`src/rtl/assert_macros.svh`:
```
// assertion helpers shared by the rtl files
`ifndef ASSERT_MACROS_SVH
`define ASSERT_MACROS_SVH

// clocked property, checking held off while reset is asserted
`define ASSERT_CLK(label, prop, msg) \
    label: assert property (@(posedge i_clk) disable iff (!i_rst_n) (prop)) \
        else $error(msg);

// condition that must never be seen at a clock edge
`define ASSERT_NEVER(label, expr, msg) \
    `ASSERT_CLK(label, !(expr), msg)

`endif

```
`src/rtl/ppl_pkg.sv`:
```
package ppl_pkg;

    localparam int unsigned MAX_PATH_LEN_DEF = 65535;
    localparam int unsigned Q_DEPTH          = 4;

    localparam logic [30:0] IDX_MAX = 31'h7FFF_FFFF;

    localparam logic [15:0] CH_LBRACK = 16'h005B;
    localparam logic [15:0] CH_RBRACK = 16'h005D;
    localparam logic [15:0] CH_DOT    = 16'h002E;
    localparam logic [15:0] CH_USCORE = 16'h005F;

    typedef enum logic [1:0] {
        KIND_NAME = 2'd0,
        KIND_STEP = 2'd1,
        KIND_OK   = 2'd2,
        KIND_ERR  = 2'd3
    } t_kind;

    typedef enum logic [2:0] {
        ERR_IDENT     = 3'd0,
        ERR_DIGITS    = 3'd1,
        ERR_RBRACK    = 3'd2,
        ERR_RANGE     = 3'd3,
        ERR_DOT_END   = 3'd4,
        ERR_TRAIL_DOT = 3'd5
    } t_err;

    typedef enum logic [2:0] {
        PH_START  = 3'd0,
        PH_IDENT  = 3'd1,
        PH_OPEN   = 3'd2,
        PH_DIGITS = 3'd3,
        PH_CLOSED = 3'd4,
        PH_DOT    = 3'd5
    } t_phase;

    typedef enum logic [1:0] {
        TERM_NONE = 2'd0,
        TERM_OK   = 2'd1,
        TERM_ERR  = 2'd2
    } t_term;

    // all results of one character, always in the order name, step, terminal
    typedef struct packed {
        logic        has_name;
        logic [15:0] name_char;
        logic        has_step;
        logic        step_has_index;
        logic [30:0] step_index;
        t_term       term;
        t_err        err_code;
        logic [15:0] err_offset;
    } t_bundle;

    function automatic logic is_space(input logic [15:0] c);
        return (c == 16'h0020) || (c >= 16'h0009 && c <= 16'h000D) ||
               (c == 16'h0085) || (c == 16'h00A0) || (c == 16'h1680) ||
               (c >= 16'h2000 && c <= 16'h200A) ||
               (c == 16'h2028) || (c == 16'h2029) || (c == 16'h202F) ||
               (c == 16'h205F) || (c == 16'h3000);
    endfunction

    function automatic logic is_digit(input logic [15:0] c);
        return c >= 16'h0030 && c <= 16'h0039;
    endfunction

    function automatic logic is_start(input logic [15:0] c);
        return (c >= 16'h0041 && c <= 16'h005A) || (c >= 16'h0061 && c <= 16'h007A) ||
               (c == CH_USCORE);
    endfunction

endpackage

```
`src/rtl/ppl_front.sv`:
```
`include "assert_macros.svh"

module ppl_front #(
    parameter int unsigned MAX_PATH_LEN = ppl_pkg::MAX_PATH_LEN_DEF
) (
    input  logic             i_clk,
    input  logic             i_rst_n,
    input  logic             i_accept,
    input  logic [15:0]      i_chr,
    input  logic             i_end_of_path,
    output logic             o_push,
    output ppl_pkg::t_bundle o_bundle
);
    import ppl_pkg::*;

    localparam int unsigned OFS_W = $clog2(MAX_PATH_LEN + 1);
    localparam logic [OFS_W-1:0] OFS_MAX = OFS_W'(MAX_PATH_LEN);

    t_phase           r_phase, n_phase;
    logic             r_started, n_started;
    logic             r_failed, n_failed;
    logic [OFS_W-1:0] r_char_off, n_char_off;
    logic             r_space_pend, n_space_pend;
    logic [OFS_W-1:0] r_space_off, n_space_off;
    logic [OFS_W-1:0] r_digit_start, n_digit_start;
    logic [30:0]      r_idx_acc, n_idx_acc;
    logic             r_idx_ovf, n_idx_ovf;

    function automatic logic [OFS_W-1:0] sat_inc(input logic [OFS_W-1:0] v);
        return (v < OFS_MAX) ? v + OFS_W'(1) : OFS_MAX;
    endfunction

    function automatic logic [15:0] ofs16(input logic [OFS_W-1:0] v);
        logic [OFS_W+15:0] w;
        w = {16'd0, v};
        return w[15:0];
    endfunction

    always_ff @(posedge i_clk) begin
        if (!i_rst_n) begin
            r_phase       <= PH_START;
            r_started     <= 1'b0;
            r_failed      <= 1'b0;
            r_char_off    <= '0;
            r_space_pend  <= 1'b0;
            r_space_off   <= '0;
            r_digit_start <= '0;
            r_idx_acc     <= '0;
            r_idx_ovf     <= 1'b0;
        end else if (i_accept) begin
            r_phase       <= n_phase;
            r_started     <= n_started;
            r_failed      <= n_failed;
            r_char_off    <= n_char_off;
            r_space_pend  <= n_space_pend;
            r_space_off   <= n_space_off;
            r_digit_start <= n_digit_start;
            r_idx_acc     <= n_idx_acc;
            r_idx_ovf     <= n_idx_ovf;
        end
    end

    always_comb begin
        t_bundle          b;
        logic             bad;
        logic [OFS_W-1:0] bad_off;
        logic [OFS_W-1:0] len;
        logic [34:0]      acc10;

        b             = '0;
        bad           = 1'b0;
        bad_off       = r_char_off;
        len           = '0;
        n_phase       = r_phase;
        n_started     = r_started;
        n_failed      = r_failed;
        n_char_off    = r_char_off;
        n_space_pend  = r_space_pend;
        n_space_off   = r_space_off;
        n_digit_start = r_digit_start;
        n_idx_acc     = r_idx_acc;
        n_idx_ovf     = r_idx_ovf;

        // multiply-by-ten accumulate with saturation
        acc10 = ({4'd0, r_idx_acc} << 3) + ({4'd0, r_idx_acc} << 1)
              + {19'd0, i_chr - 16'h0030};

        if (!r_failed) begin
            if (is_space(i_chr)) begin
                if (r_started) begin
                    if (!r_space_pend) begin
                        n_space_pend = 1'b1;
                        n_space_off  = r_char_off;
                    end
                    n_char_off = sat_inc(r_char_off);
                end
            end else begin
                n_started = 1'b1;
                if (r_space_pend) begin
                    bad     = 1'b1;
                    bad_off = r_space_off;
                end else begin
                    unique case (r_phase)
                        PH_IDENT: begin
                            if (is_start(i_chr) || is_digit(i_chr)) begin
                                b.has_name  = 1'b1;
                                b.name_char = i_chr;
                            end else if (i_chr == CH_LBRACK) begin
                                n_phase       = PH_OPEN;
                                n_digit_start = sat_inc(r_char_off);
                                n_idx_acc     = '0;
                                n_idx_ovf     = 1'b0;
                            end else if (i_chr == CH_DOT) begin
                                b.has_step = 1'b1;
                                n_phase    = PH_DOT;
                            end else begin
                                bad = 1'b1;
                            end
                        end
                        PH_OPEN, PH_DIGITS: begin
                            if (is_digit(i_chr)) begin
                                n_phase = PH_DIGITS;
                                if (acc10 > {4'd0, IDX_MAX}) begin
                                    n_idx_acc = IDX_MAX;
                                    n_idx_ovf = 1'b1;
                                end else begin
                                    n_idx_acc = acc10[30:0];
                                end
                            end else if (r_phase == PH_DIGITS && i_chr == CH_RBRACK) begin
                                if (r_idx_ovf) begin
                                    b.term       = TERM_ERR;
                                    b.err_code   = ERR_RANGE;
                                    b.err_offset = ofs16(r_digit_start);
                                    n_failed     = 1'b1;
                                end else begin
                                    b.has_step       = 1'b1;
                                    b.step_has_index = 1'b1;
                                    b.step_index     = r_idx_acc;
                                    n_phase          = PH_CLOSED;
                                end
                            end else begin
                                bad = 1'b1;
                            end
                        end
                        PH_CLOSED: begin
                            if (i_chr == CH_DOT) begin
                                n_phase = PH_DOT;
                            end else begin
                                bad = 1'b1;
                            end
                        end
                        default: begin
                            if (is_start(i_chr)) begin
                                b.has_name  = 1'b1;
                                b.name_char = i_chr;
                                n_phase     = PH_IDENT;
                            end else begin
                                bad = 1'b1;
                            end
                        end
                    endcase
                end
                n_char_off = sat_inc(r_char_off);
            end

            // character not allowed where it stands
            if (bad) begin
                b.term       = TERM_ERR;
                b.err_offset = ofs16(bad_off);
                n_failed     = 1'b1;
                unique case (r_phase)
                    PH_IDENT: begin
                        b.has_step = 1'b1;
                        b.err_code = ERR_DOT_END;
                    end
                    PH_OPEN: begin
                        b.err_code   = ERR_DIGITS;
                        b.err_offset = ofs16(r_digit_start);
                    end
                    PH_DIGITS: b.err_code = ERR_RBRACK;
                    PH_CLOSED: b.err_code = ERR_DOT_END;
                    default:   b.err_code = ERR_IDENT;
                endcase
            end

            // end of path on a clean run
            if (i_end_of_path && !n_failed) begin
                len = n_space_pend ? n_space_off : n_char_off;
                unique case (n_phase)
                    PH_IDENT: begin
                        b.has_step = 1'b1;
                        b.term     = TERM_OK;
                    end
                    PH_OPEN: begin
                        b.term       = TERM_ERR;
                        b.err_code   = ERR_DIGITS;
                        b.err_offset = ofs16(n_digit_start);
                    end
                    PH_DIGITS: begin
                        b.term       = TERM_ERR;
                        b.err_code   = ERR_RBRACK;
                        b.err_offset = ofs16(len);
                    end
                    PH_DOT: begin
                        b.term       = TERM_ERR;
                        b.err_code   = ERR_TRAIL_DOT;
                        b.err_offset = ofs16((len != '0) ? len - OFS_W'(1) : len);
                    end
                    default: b.term = TERM_OK;
                endcase
            end
        end

        // every path starts from the reset state
        if (i_end_of_path) begin
            n_phase       = PH_START;
            n_started     = 1'b0;
            n_failed      = 1'b0;
            n_char_off    = '0;
            n_space_pend  = 1'b0;
            n_space_off   = '0;
            n_digit_start = '0;
            n_idx_acc     = '0;
            n_idx_ovf     = 1'b0;
        end

        o_bundle = b;
        o_push   = i_accept && (b.has_name || b.has_step || (b.term != TERM_NONE));
    end

    `ASSERT_CLK(a_quiet_after_error, r_failed |-> !o_push, "word queued after an error")
    `ASSERT_NEVER(a_acc_over_max, r_idx_acc > IDX_MAX, "index accumulator past maximum")

endmodule

```
`src/rtl/ppl_queue.sv`:
```
`include "assert_macros.svh"

module ppl_queue (
    input  logic             i_clk,
    input  logic             i_rst_n,
    input  logic             i_push,
    input  ppl_pkg::t_bundle i_data,
    input  logic             i_pop,
    output ppl_pkg::t_bundle o_head,
    output logic             o_full,
    output logic             o_empty
);
    import ppl_pkg::*;

    localparam int unsigned PTR_W = $clog2(Q_DEPTH);
    localparam int unsigned CNT_W = $clog2(Q_DEPTH + 1);

    t_bundle          r_mem [Q_DEPTH];
    logic [PTR_W-1:0] r_wr, n_wr;
    logic [PTR_W-1:0] r_rd, n_rd;
    logic [CNT_W-1:0] r_cnt, n_cnt;

    always_comb begin
        n_wr  = r_wr;
        n_rd  = r_rd;
        n_cnt = r_cnt;
        if (i_push) begin
            n_wr = (r_wr == PTR_W'(Q_DEPTH - 1)) ? '0 : r_wr + PTR_W'(1);
        end
        if (i_pop) begin
            n_rd = (r_rd == PTR_W'(Q_DEPTH - 1)) ? '0 : r_rd + PTR_W'(1);
        end
        if (i_push && !i_pop) begin
            n_cnt = r_cnt + CNT_W'(1);
        end else if (!i_push && i_pop) begin
            n_cnt = r_cnt - CNT_W'(1);
        end
    end

    always_ff @(posedge i_clk) begin
        if (!i_rst_n) begin
            r_wr  <= '0;
            r_rd  <= '0;
            r_cnt <= '0;
        end else begin
            r_wr  <= n_wr;
            r_rd  <= n_rd;
            r_cnt <= n_cnt;
        end
    end

    always_ff @(posedge i_clk) begin
        if (i_push) begin
            r_mem[r_wr] <= i_data;
        end
    end

    assign o_head  = r_mem[r_rd];
    assign o_full  = (r_cnt == CNT_W'(Q_DEPTH));
    assign o_empty = (r_cnt == '0);

    `ASSERT_CLK(a_no_push_full, o_full |-> !i_push, "push into full queue")
    `ASSERT_CLK(a_no_pop_empty, o_empty |-> !i_pop, "pop from empty queue")

endmodule

```
`src/rtl/ppl_back.sv`:
```
`include "assert_macros.svh"

module ppl_back (
    input  logic             i_clk,
    input  logic             i_rst_n,
    input  ppl_pkg::t_bundle i_head,
    input  logic             i_head_empty,
    output logic             o_head_pop,
    input  logic             i_pop,
    output logic             o_valid,
    output logic [1:0]       o_kind,
    output logic [15:0]      o_name_char,
    output logic             o_has_index,
    output logic [30:0]      o_index_value,
    output logic [2:0]       o_error_code,
    output logic [15:0]      o_error_offset,
    output logic             o_last_of_run
);
    import ppl_pkg::*;

    logic        r_valid, n_valid;
    logic        r_done_name, n_done_name;
    logic        r_done_step, n_done_step;
    t_kind       r_kind, n_kind;
    logic [15:0] r_name, n_name;
    logic        r_hasi, n_hasi;
    logic [30:0] r_idx, n_idx;
    t_err        r_code, n_code;
    logic [15:0] r_off, n_off;
    logic        r_last, n_last;

    always_comb begin
        logic load;
        logic rem_name;
        logic rem_step;
        logic rem_term;

        load     = !r_valid || i_pop;
        rem_name = i_head.has_name && !r_done_name;
        rem_step = i_head.has_step && !r_done_step;
        rem_term = (i_head.term != TERM_NONE);

        n_valid     = r_valid;
        n_done_name = r_done_name;
        n_done_step = r_done_step;
        n_kind      = r_kind;
        n_name      = r_name;
        n_hasi      = r_hasi;
        n_idx       = r_idx;
        n_code      = r_code;
        n_off       = r_off;
        n_last      = r_last;
        o_head_pop  = 1'b0;

        if (load) begin
            n_valid = !i_head_empty;
            if (!i_head_empty) begin
                n_name = '0;
                n_hasi = 1'b0;
                n_idx  = '0;
                n_code = ERR_IDENT;
                n_off  = '0;
                priority if (rem_name) begin
                    n_kind      = KIND_NAME;
                    n_name      = i_head.name_char;
                    n_last      = !(rem_step || rem_term);
                    n_done_name = 1'b1;
                end else if (rem_step) begin
                    n_kind      = KIND_STEP;
                    n_hasi      = i_head.step_has_index;
                    n_idx       = i_head.step_index;
                    n_last      = !rem_term;
                    n_done_step = 1'b1;
                end else if (i_head.term == TERM_ERR) begin
                    n_kind = KIND_ERR;
                    n_code = i_head.err_code;
                    n_off  = i_head.err_offset;
                    n_last = 1'b1;
                end else begin
                    n_kind = KIND_OK;
                    n_last = 1'b1;
                end
                if (n_last) begin
                    o_head_pop  = 1'b1;
                    n_done_name = 1'b0;
                    n_done_step = 1'b0;
                end
            end
        end
    end

    always_ff @(posedge i_clk) begin
        if (!i_rst_n) begin
            r_valid     <= 1'b0;
            r_done_name <= 1'b0;
            r_done_step <= 1'b0;
        end else begin
            r_valid     <= n_valid;
            r_done_name <= n_done_name;
            r_done_step <= n_done_step;
        end
    end

    always_ff @(posedge i_clk) begin
        r_kind <= n_kind;
        r_name <= n_name;
        r_hasi <= n_hasi;
        r_idx  <= n_idx;
        r_code <= n_code;
        r_off  <= n_off;
        r_last <= n_last;
    end

    assign o_valid        = r_valid;
    assign o_kind         = r_kind;
    assign o_name_char    = r_name;
    assign o_has_index    = r_hasi;
    assign o_index_value  = r_idx;
    assign o_error_code   = r_code;
    assign o_error_offset = r_off;
    assign o_last_of_run  = r_last;

    `ASSERT_CLK(a_term_is_last,
        r_valid && (r_kind == KIND_OK || r_kind == KIND_ERR) |-> r_last,
        "path result word not marked last")

endmodule

```
`src/rtl/property_path_lexer_core.sv`:
```
// Property path lexer. Characters enter as 16-bit words, one per cycle while
// full is low, with i_end_of_path on the last one of each path; the block
// streams out name characters, a step-done word per step (with its bracketed
// index if any) and one closing ok or error word per path, the error carrying
// its code and the offset into the path with leading whitespace dropped. Input
// and output look like queues: a word goes in when push is high and full is
// low, and comes out when pop is high and empty is low. The front end decodes
// one character every cycle that push is high and full is low, and puts all
// the words that character causes into a four-entry queue; the back end unpacks
// them onto the output register one word per cycle while that register is
// empty or popped. A character may cause up to three words, so the output
// register pass is the limit when many characters cause more than one word. A
// result passes through the queue and then the output register to the output.
`include "assert_macros.svh"

module property_path_lexer_core #(
    parameter int unsigned MAX_PATH_LEN = ppl_pkg::MAX_PATH_LEN_DEF
) (
    input  logic        i_clk,
    input  logic        i_rst_n,
    // character side
    input  logic        push,
    output logic        full,
    input  logic [15:0] i_chr,
    input  logic        i_end_of_path,
    // result side
    output logic        empty,
    input  logic        pop,
    output logic [1:0]  o_kind,
    output logic [15:0] o_name_char,
    output logic        o_has_index,
    output logic [30:0] o_index_value,
    output logic [2:0]  o_error_code,
    output logic [15:0] o_error_offset,
    output logic        o_last_of_run
);
    import ppl_pkg::*;

    logic    accept;
    logic    q_push;
    t_bundle q_in;
    t_bundle q_head;
    logic    q_full;
    logic    q_empty;
    logic    q_pop;
    logic    out_valid;

    // a character is taken whenever the queue has room for its words
    assign full   = q_full;
    assign accept = push && !q_full;

    ppl_front #(
        .MAX_PATH_LEN (MAX_PATH_LEN)
    ) u_front (
        .i_clk         (i_clk),
        .i_rst_n       (i_rst_n),
        .i_accept      (accept),
        .i_chr         (i_chr),
        .i_end_of_path (i_end_of_path),
        .o_push        (q_push),
        .o_bundle      (q_in)
    );

    // words of one character travel together through this queue
    ppl_queue u_queue (
        .i_clk   (i_clk),
        .i_rst_n (i_rst_n),
        .i_push  (q_push),
        .i_data  (q_in),
        .i_pop   (q_pop),
        .o_head  (q_head),
        .o_full  (q_full),
        .o_empty (q_empty)
    );

    // unpacks the queue head one word per cycle into the output register while it is empty or popped
    ppl_back u_back (
        .i_clk          (i_clk),
        .i_rst_n        (i_rst_n),
        .i_head         (q_head),
        .i_head_empty   (q_empty),
        .o_head_pop     (q_pop),
        .i_pop          (pop && out_valid),
        .o_valid        (out_valid),
        .o_kind         (o_kind),
        .o_name_char    (o_name_char),
        .o_has_index    (o_has_index),
        .o_index_value  (o_index_value),
        .o_error_code   (o_error_code),
        .o_error_offset (o_error_offset),
        .o_last_of_run  (o_last_of_run)
    );

    assign empty = !out_valid;

    // a character that causes words must find them in the queue next cycle
    `ASSERT_CLK(a_words_queued, q_push |=> !q_empty, "queued words lost")

endmodule
```
`config.mk`:
```
export PLATFORM = sky130hd
export DESIGN_NAME = property_path_lexer_core
export DESIGN_NICKNAME = d
export VERILOG_FILES = /design/src/rtl/ppl_pkg.sv /design/src/rtl/ppl_front.sv /design/src/rtl/ppl_queue.sv /design/src/rtl/ppl_back.sv /design/src/rtl/property_path_lexer_core.sv
export VERILOG_INCLUDE_DIRS = /design/src /design/src/rtl
export SDC_FILE = /design/constraint.sdc
export NUM_CORES = 1
export LEC_CHECK = 0
export BUFFER_PORTS_ARGS = -buffer_cell sky130_fd_sc_hd__clkbuf_2
export CAP_MARGIN = 20
export CORE_UTILIZATION = 48
export DETAILED_ROUTE_END_ITERATION = 8
export PLACE_DENSITY_LB_ADDON = 0.25
export SYNTH_ARGS = -nofsm -noshare
export SYNTH_HDL_FRONTEND = slang
export SYNTH_SLANG_ARGS = --single-unit
```
`constraint.sdc`:
```
create_clock -name i_clk -period 7.35 [get_ports i_clk]
set_input_delay 1.47 -clock i_clk [delete_from_list [all_inputs] [get_ports i_clk]]
set_output_delay 1.47 -clock i_clk [all_outputs]
set_load 0.01 [all_outputs]
```
==> impl_metrics.yaml, run 1 <==
clock_tree:
  clk_pin_slew_worst_paths_ns: 0.06
  worstSkewPairLatency_ns: 0.60
  cts_sinks: 452
  ctsHoldBuffers: 0
  post_cts.repair.setup_buffers: 0
  cts_tree: "done"
  cts_buffers: 47
  htree_levels: 2
  root_buffer: "clkbuf_16"
  cts.path.max_buffers: 3
  cts_resized: 0
synth:
  ys.flop_type: "edfxtp_1"
  synthTopCellsByArea: "edfxtp_1 (47%), dfxtp_1 (8.7%), mux4_2 (7.1%)"
  async_reset_ff_frac: 0
  yosysWarnings: 0
  ys_types: 82
  synthCells: 1815
  synth_top_area_cell: "edfxtp_1"
  yosysTopAreaCellShare: 0.4712
  ys_seq_area_frac: 0.5582
  netlist_area_sq_um: 22560
  synth_edf_count: 354
  ys_ff_latch: 452
  synth.avg_cell_area_sq_um: 12.43
routing:
  ant_nets: 0
  post_drt_wl_per_cell_microns: 20.96
  dr.pass1.iters: 5
  drc_errors: 0
  vias: 15164
  via_per_inst: 5.919
  drtIter0Drc: 1357
  routed_wl_microns: 53710
global_route:
  grt_use_met2: 0.3450
  grt_pass1_wl_microns: 83310
  track_usage: 0.2251
  grt_pass1_vias: 14469
  gr-max-usage-layer: "met2"
  grt_util_met1: 0.3411
  grt_max_degree: 73
  grt-ovfl-total: 0
  grt_antenna_before_repair: 1
  use_met3: 0.03035
sta:
  relSlewSlack: 0.2499
  fmax_ghz: 0.1533
  finalSetupTns_ns: 0
  setup_violations: 0
  worst_pin_slew_ns: 1.123
  layout_worst_path_cycle_share: 0.8875
  drv_slew: 0
  hold_violations: 0
  rsz0062_at_grt: "false"
  min_period_ns: 6.523
  finalClockSkew_ns: 0.03462
pwr:
  ir_drop_v: 0.0002953
  power.density_nw_per_um2: 287.3
  power.leakage_nw: 9.347
placement:
  gp_congestion: 0.8781
  port_buffers: 92
  dp_hpwl_microns: 36800
worst_setup_path:
  r2r_end: "u_queue.r_mem[1][14]"
  worstPathArrival_ns: 6.98
  r2r_start: "u_front.r_char_off[0]"
  setup.worst_path.end_class: "flip-flop"
  crit_start: "i_chr[4]"
  critPathKind: "in -> reg"
  worstRegToRegCells: 12
  cp-start-kind: "input pin"
  critPathMaxFanout: 23
  critical_path_required_ns: 7.81
  crit_path_end: "u_front.r_idx_acc[2]"
  regToRegSetupSlack_ns: 2.22
die:
  fp-row-count: 79
  die_height_microns: 218.8
  die_x_microns: 218.8
  dieArea_sq_um: 47870
  core_area_sq_um: 46460
  io_pins: 93
  start_util: 0.4856
outcome:
  status: "finished, final reports clean"
cells_and_area:
  diodes: 0
  final_nets: 2012
  final_core_util: 0.5461
  drive_gt1_frac: 0.1524
  final_cell_mix: "edfxtp_1 (354), nor2b_1 (127), nand2_1 (111)"
  mostFrequentLayoutCell: "edfxtp_1"
  area_growth_pct: 12.47
run:
  maxCapViolations: 0
min_path:
  hold_depth: 2
  hp-class: "reg -> reg"
worst max-delay path: stages:
cell	delay [ns]
clkbuf_2	0.20
a21oi_1	0.23
nor3b_1	0.41
nand2_1	0.16
nor3_1	0.21
xnor2_1	0.11
fa_1	0.48
inv_1	0.04
ha_1	0.21
a21oi_1	0.26
o21bai_1	0.13
a221o_1	0.34
a211oi_1	0.46
a2111oi_0	0.20
nor3_1	0.25
mux2_1	0.36
nor4_1	0.27
nand2_1	0.26
and2_1	0.52
a221o_1	0.39
power breakdown:
group | internal, mW | switching [mW]
Combinational | 0.628 | 0.841
Sequential | 3.23 | 0.163
Clock | 1.46 | 0.974
through the flow:
step	worst slack (ns)	instances	power [mW]	instance area [sq um]	hold WS, ns
2_1_floorplan	0.8847	1850	4.416	22690	0.4439
3_3_place_gp	0.5119	2473	4.922	23780	0.4711
3_5_place_dp	0.2926	2473	4.950	23780	0.4956
4_1_cts	0.8640	2561	7.373	25360	0.5059
5_1_grt	0.4331	2562	7.609	25370	0.5475
6_report	0.8272	2562	7.288	25370	0.4996
per-layer routing:
layer / vias to the layer above / routed length [microns]
met5: - / 0
met1: 7503 / 25460
met3: 62 / 3458
met2: 519 / 23980
li1: 7080 / -
met4: 0 / 809
worst min path at each step:
stage,slack [ns],startpoint,endpoint
floorplan,0.44,u_front.r_idx_acc[14],u_front.r_idx_acc[14]
global route,0.55,u_back.r_done_step,u_back.r_done_step
finish,0.50,u_back.o_valid,u_back.o_valid
detailed placement,0.50,u_back.r_done_name,u_back.r_done_name
global placement,0.47,u_back.o_valid,u_back.o_valid
CTS,0.51,u_back.o_valid,u_back.o_valid
cells by family after synthesis:
kind of cell	share of synthesized area
other	0.0001662
XOR/XNOR	0.01747
buffers and inverters	0.03078
multiplexers	0.09363
AO/OA/AOI/OAI	0.1151
adder cells (fa/ha/maj)	0.04704
flip-flops	0.5582
AND/OR/NAND/NOR	0.1376
synth_stat cells, drive strengths merged (17+ instances only):
| cell | instances |
|---|---|
| xnor2 | 28 |
| mux4 | 71 |
| and2 | 51 |
| nor2 | 80 |
| ha | 60 |
| a221o | 25 |
| a21o | 27 |
| nand4 | 17 |
| mux2i | 40 |
| inv | 70 |
| nor2b | 127 |
| nor3 | 34 |
| o21ai | 72 |
| buf | 23 |
| dfxtp | 98 |
| xor2 | 17 |
| clkbuf | 84 |
| nand2 | 111 |
| nor4 | 23 |
| edfxtp | 354 |
| a22oi | 48 |
| a21oi | 92 |
| nand3 | 34 |
final cells by class:
type,instances,area [sq um]
Clock buffer,69,1311
Multi-Input combinational cell,1221,9430
Timing Repair Buffer,124,738.2
Fill cell,3867,21090
Sequential cell,452,12600
Tap cell,607,759.5
Clock inverter,19,271.5
Inverter,70,262.8
flip-flops by register name, indices dropped and copies added (netlist names), 2 cells and up, named ones only:
register               count
u_front.r_phase            3
u_queue.r_cnt              3
u_back.o_error_offset     16
u_front.r_idx_acc         31
u_back.o_name_char        16
u_front.r_space_off       16
u_queue.r_mem            284
u_queue.r_wr               2
u_front.r_char_off        16
u_queue.r_rd               2
u_front.r_digit_start     16
u_back.o_index_value      31
u_back.o_error_code        3
u_back.o_kind              2
Note: power is estimated with default switching activity, not from simulation.
==> run 2, diff against run 1 <==
CORE_ASPECT_RATIO = 1.5   (was default)
SKIP_LAST_GASP = 1   (was default)
==> run 2 against run 1 <==
Compared with the run above:
- combinational power about the same
- sequential share of layout area grew 0.50 points
- sequential power about the same
- first-iteration DRC count is 16% lower
- non-clock buffer count up 5
- clock skew down 0.0058 ns
- worst setup slack better by 0.11 ns
- cell count shrank 0.82%
- routed wire length is 0.78% higher
- largest cell class unchanged
==> impl_metrics.yaml, run 2 (synthesized netlist as in run 1, its figures left out) <==
die:
  die_height_microns: 267.5
  io_pins: 93
  core_area_sq_um: 46000
  fp-row-count: 96
  dieArea_sq_um: 47880
  start_util: 0.4903
  die_x_microns: 179.0
routing:
  ant_nets: 0
  via_per_inst: 5.943
  dr.pass1.iters: 5
  routed_wl_microns: 54130
  post_drt_wl_per_cell_microns: 21.30
  drc_errors: 0
  drtIter0Drc: 1145
  vias: 15101
worst_setup_path:
  r2r_end: "u_queue.r_mem[1][14]"
  critPathMaxFanout: 23
  r2r_start: "u_front.r_char_off[0]"
  worstRegToRegCells: 12
  crit_path_end: "u_front.r_idx_acc[10]"
  setup.worst_path.end_class: "flip-flop"
  critPathKind: "in -> reg"
  crit_start: "i_chr[4]"
  critical_path_required_ns: 7.78
  regToRegSetupSlack_ns: 2.34
  worstPathArrival_ns: 6.84
  cp-start-kind: "input pin"
cells_and_area:
  mostFrequentLayoutCell: "edfxtp_1"
  design_area_sq_um: 25120
  regMostFlops: "u_queue.r_mem"
  final_nets: 2013
  final_cell_mix: "edfxtp_1 (354), nor2b_1 (127), nand2_1 (111)"
  drive_gt1_frac: 0.1533
  final_core_util: 0.5460
  largest_register_ffs: 284
  area_growth_pct: 11.35
placement:
  dp_hpwl_microns: 37570
  port_buffers: 92
  placed_area_sq_um: 23790
  gp_congestion: 0.9131
min_path:
  hold_depth: 2
  hp-class: "reg -> reg"
  hp-start: "u_front.r_idx_acc[17]"
clock_tree:
  cts_buffers: 43
  ctsHoldBuffers: 0
  worstSkewPairLatency_ns: 0.57
  cts_resized: 0
  cts.path.max_buffers: 3
  post_cts.repair.setup_buffers: 0
  cts_tree: "done"
  clk_pin_slew_worst_paths_ns: 0.06
  htree_levels: 2
  cts_sinks: 452
  root_buffer: "clkbuf_16"
pwr:
  power.leakage_nw: 9.264
  power.density_nw_per_um2: 275.8
  power_mw: 6.929
  ir_drop_v: 0.0001754
sta:
  worst_pin_slew_ns: 1.139
  fmax_ghz: 0.1560
  setup_violations: 0
  rsz0062_at_grt: "false"
  relSlewSlack: 0.2375
  hold_violations: 0
  finalClockSkew_ns: 0.02885
  min_period_ns: 6.408
  drv_slew: 0
  finalSetupTns_ns: 0
  layout_worst_path_cycle_share: 0.8719
global_route:
  grt_pass1_vias: 14959
  grt_max_degree: 73
  grt-ovfl-total: 0
  grt_antenna_before_repair: 6
  grt_pass1_wl_microns: 84960
  track_usage: 0.2312
run:
  maxCapViolations: 0
outcome:
  status: "finished, final reports clean"
run 2: changes by cell type in the layout (fill, tap and decap cells not counted), moves of 2 or more:
cell and delta:
diode_2 +2, clkbuf_1 -5, and2_2 +2, inv_6 +3
buf_4 +3, bufinv_16 -6, clkbuf_16 -6, and2_4 -2
run 2: layout make-up:
cell class,count,area [sq um]
clock inverter,20,158.9
tap,588,735.7
multi-input combinational,1221,9428
clock buffer,59,1156
antenna,2,5.005
fill,3875,20890
sequential,452,12600
inverter,70,262.8
timing repair buffer,129,775.7
run 2: power by group:
group | leakage (nW) | internal, mW | switching [mW]
combinational | 4.42 | 0.631 | 0.844
clock | 0.629 | 1.13 | 0.962
sequential | 4.21 | 3.22 | 0.144
total | 9.26 | 4.98 | 1.95
run 2: metal layers:
layer,vias up,track usage,part of all wire
met4,2,0.07810,0.026
met1,7473,0.3025,0.43
met2,456,0.3941,0.50
met5,-,0,0.00022
li1,7085,-,-
met3,85,0.02811,0.048
run 2: how the worst min path moves through the flow:
stage / end / slack (ns)
final: u_front.r_idx_acc[17] / 0.49
after global routing: u_back.o_valid / 0.53
after CTS: u_front.r_idx_acc[17] / 0.49
after detailed placement: u_front.r_idx_acc[17] / 0.47
after global placement: u_back.o_valid / 0.47
after floorplan: u_front.r_idx_acc[14] / 0.44
run 2: per-stage QoR:
step                cells  setup slack, ns  hold slack [ns]
global placement     2456           0.5845           0.4713
global route         2540           0.4408           0.5277
CTS                  2537           0.9624           0.4855
finish               2541           0.9417           0.4906
floorplan            1850           0.8847           0.4439
detailed placement   2458           0.4025           0.4736
run 2: worst max-delay path, stage by stage:
cell	delay, ns
clkbuf_2	0.18
a21oi_1	0.27
nor3b_1	0.43
nand2_1	0.18
nor3_1	0.20
xnor2_1	0.12
fa_1	0.37
inv_1	0.07
ha_1	0.30
a21oi_1	0.25
o21bai_1	0.11
a221o_1	0.32
a211oi_1	0.49
a2111oi_0	0.21
nor3_1	0.26
mux2_1	0.34
nor4_1	0.31
nand2_1	0.11
and2_1	0.44
a221o_1	0.39
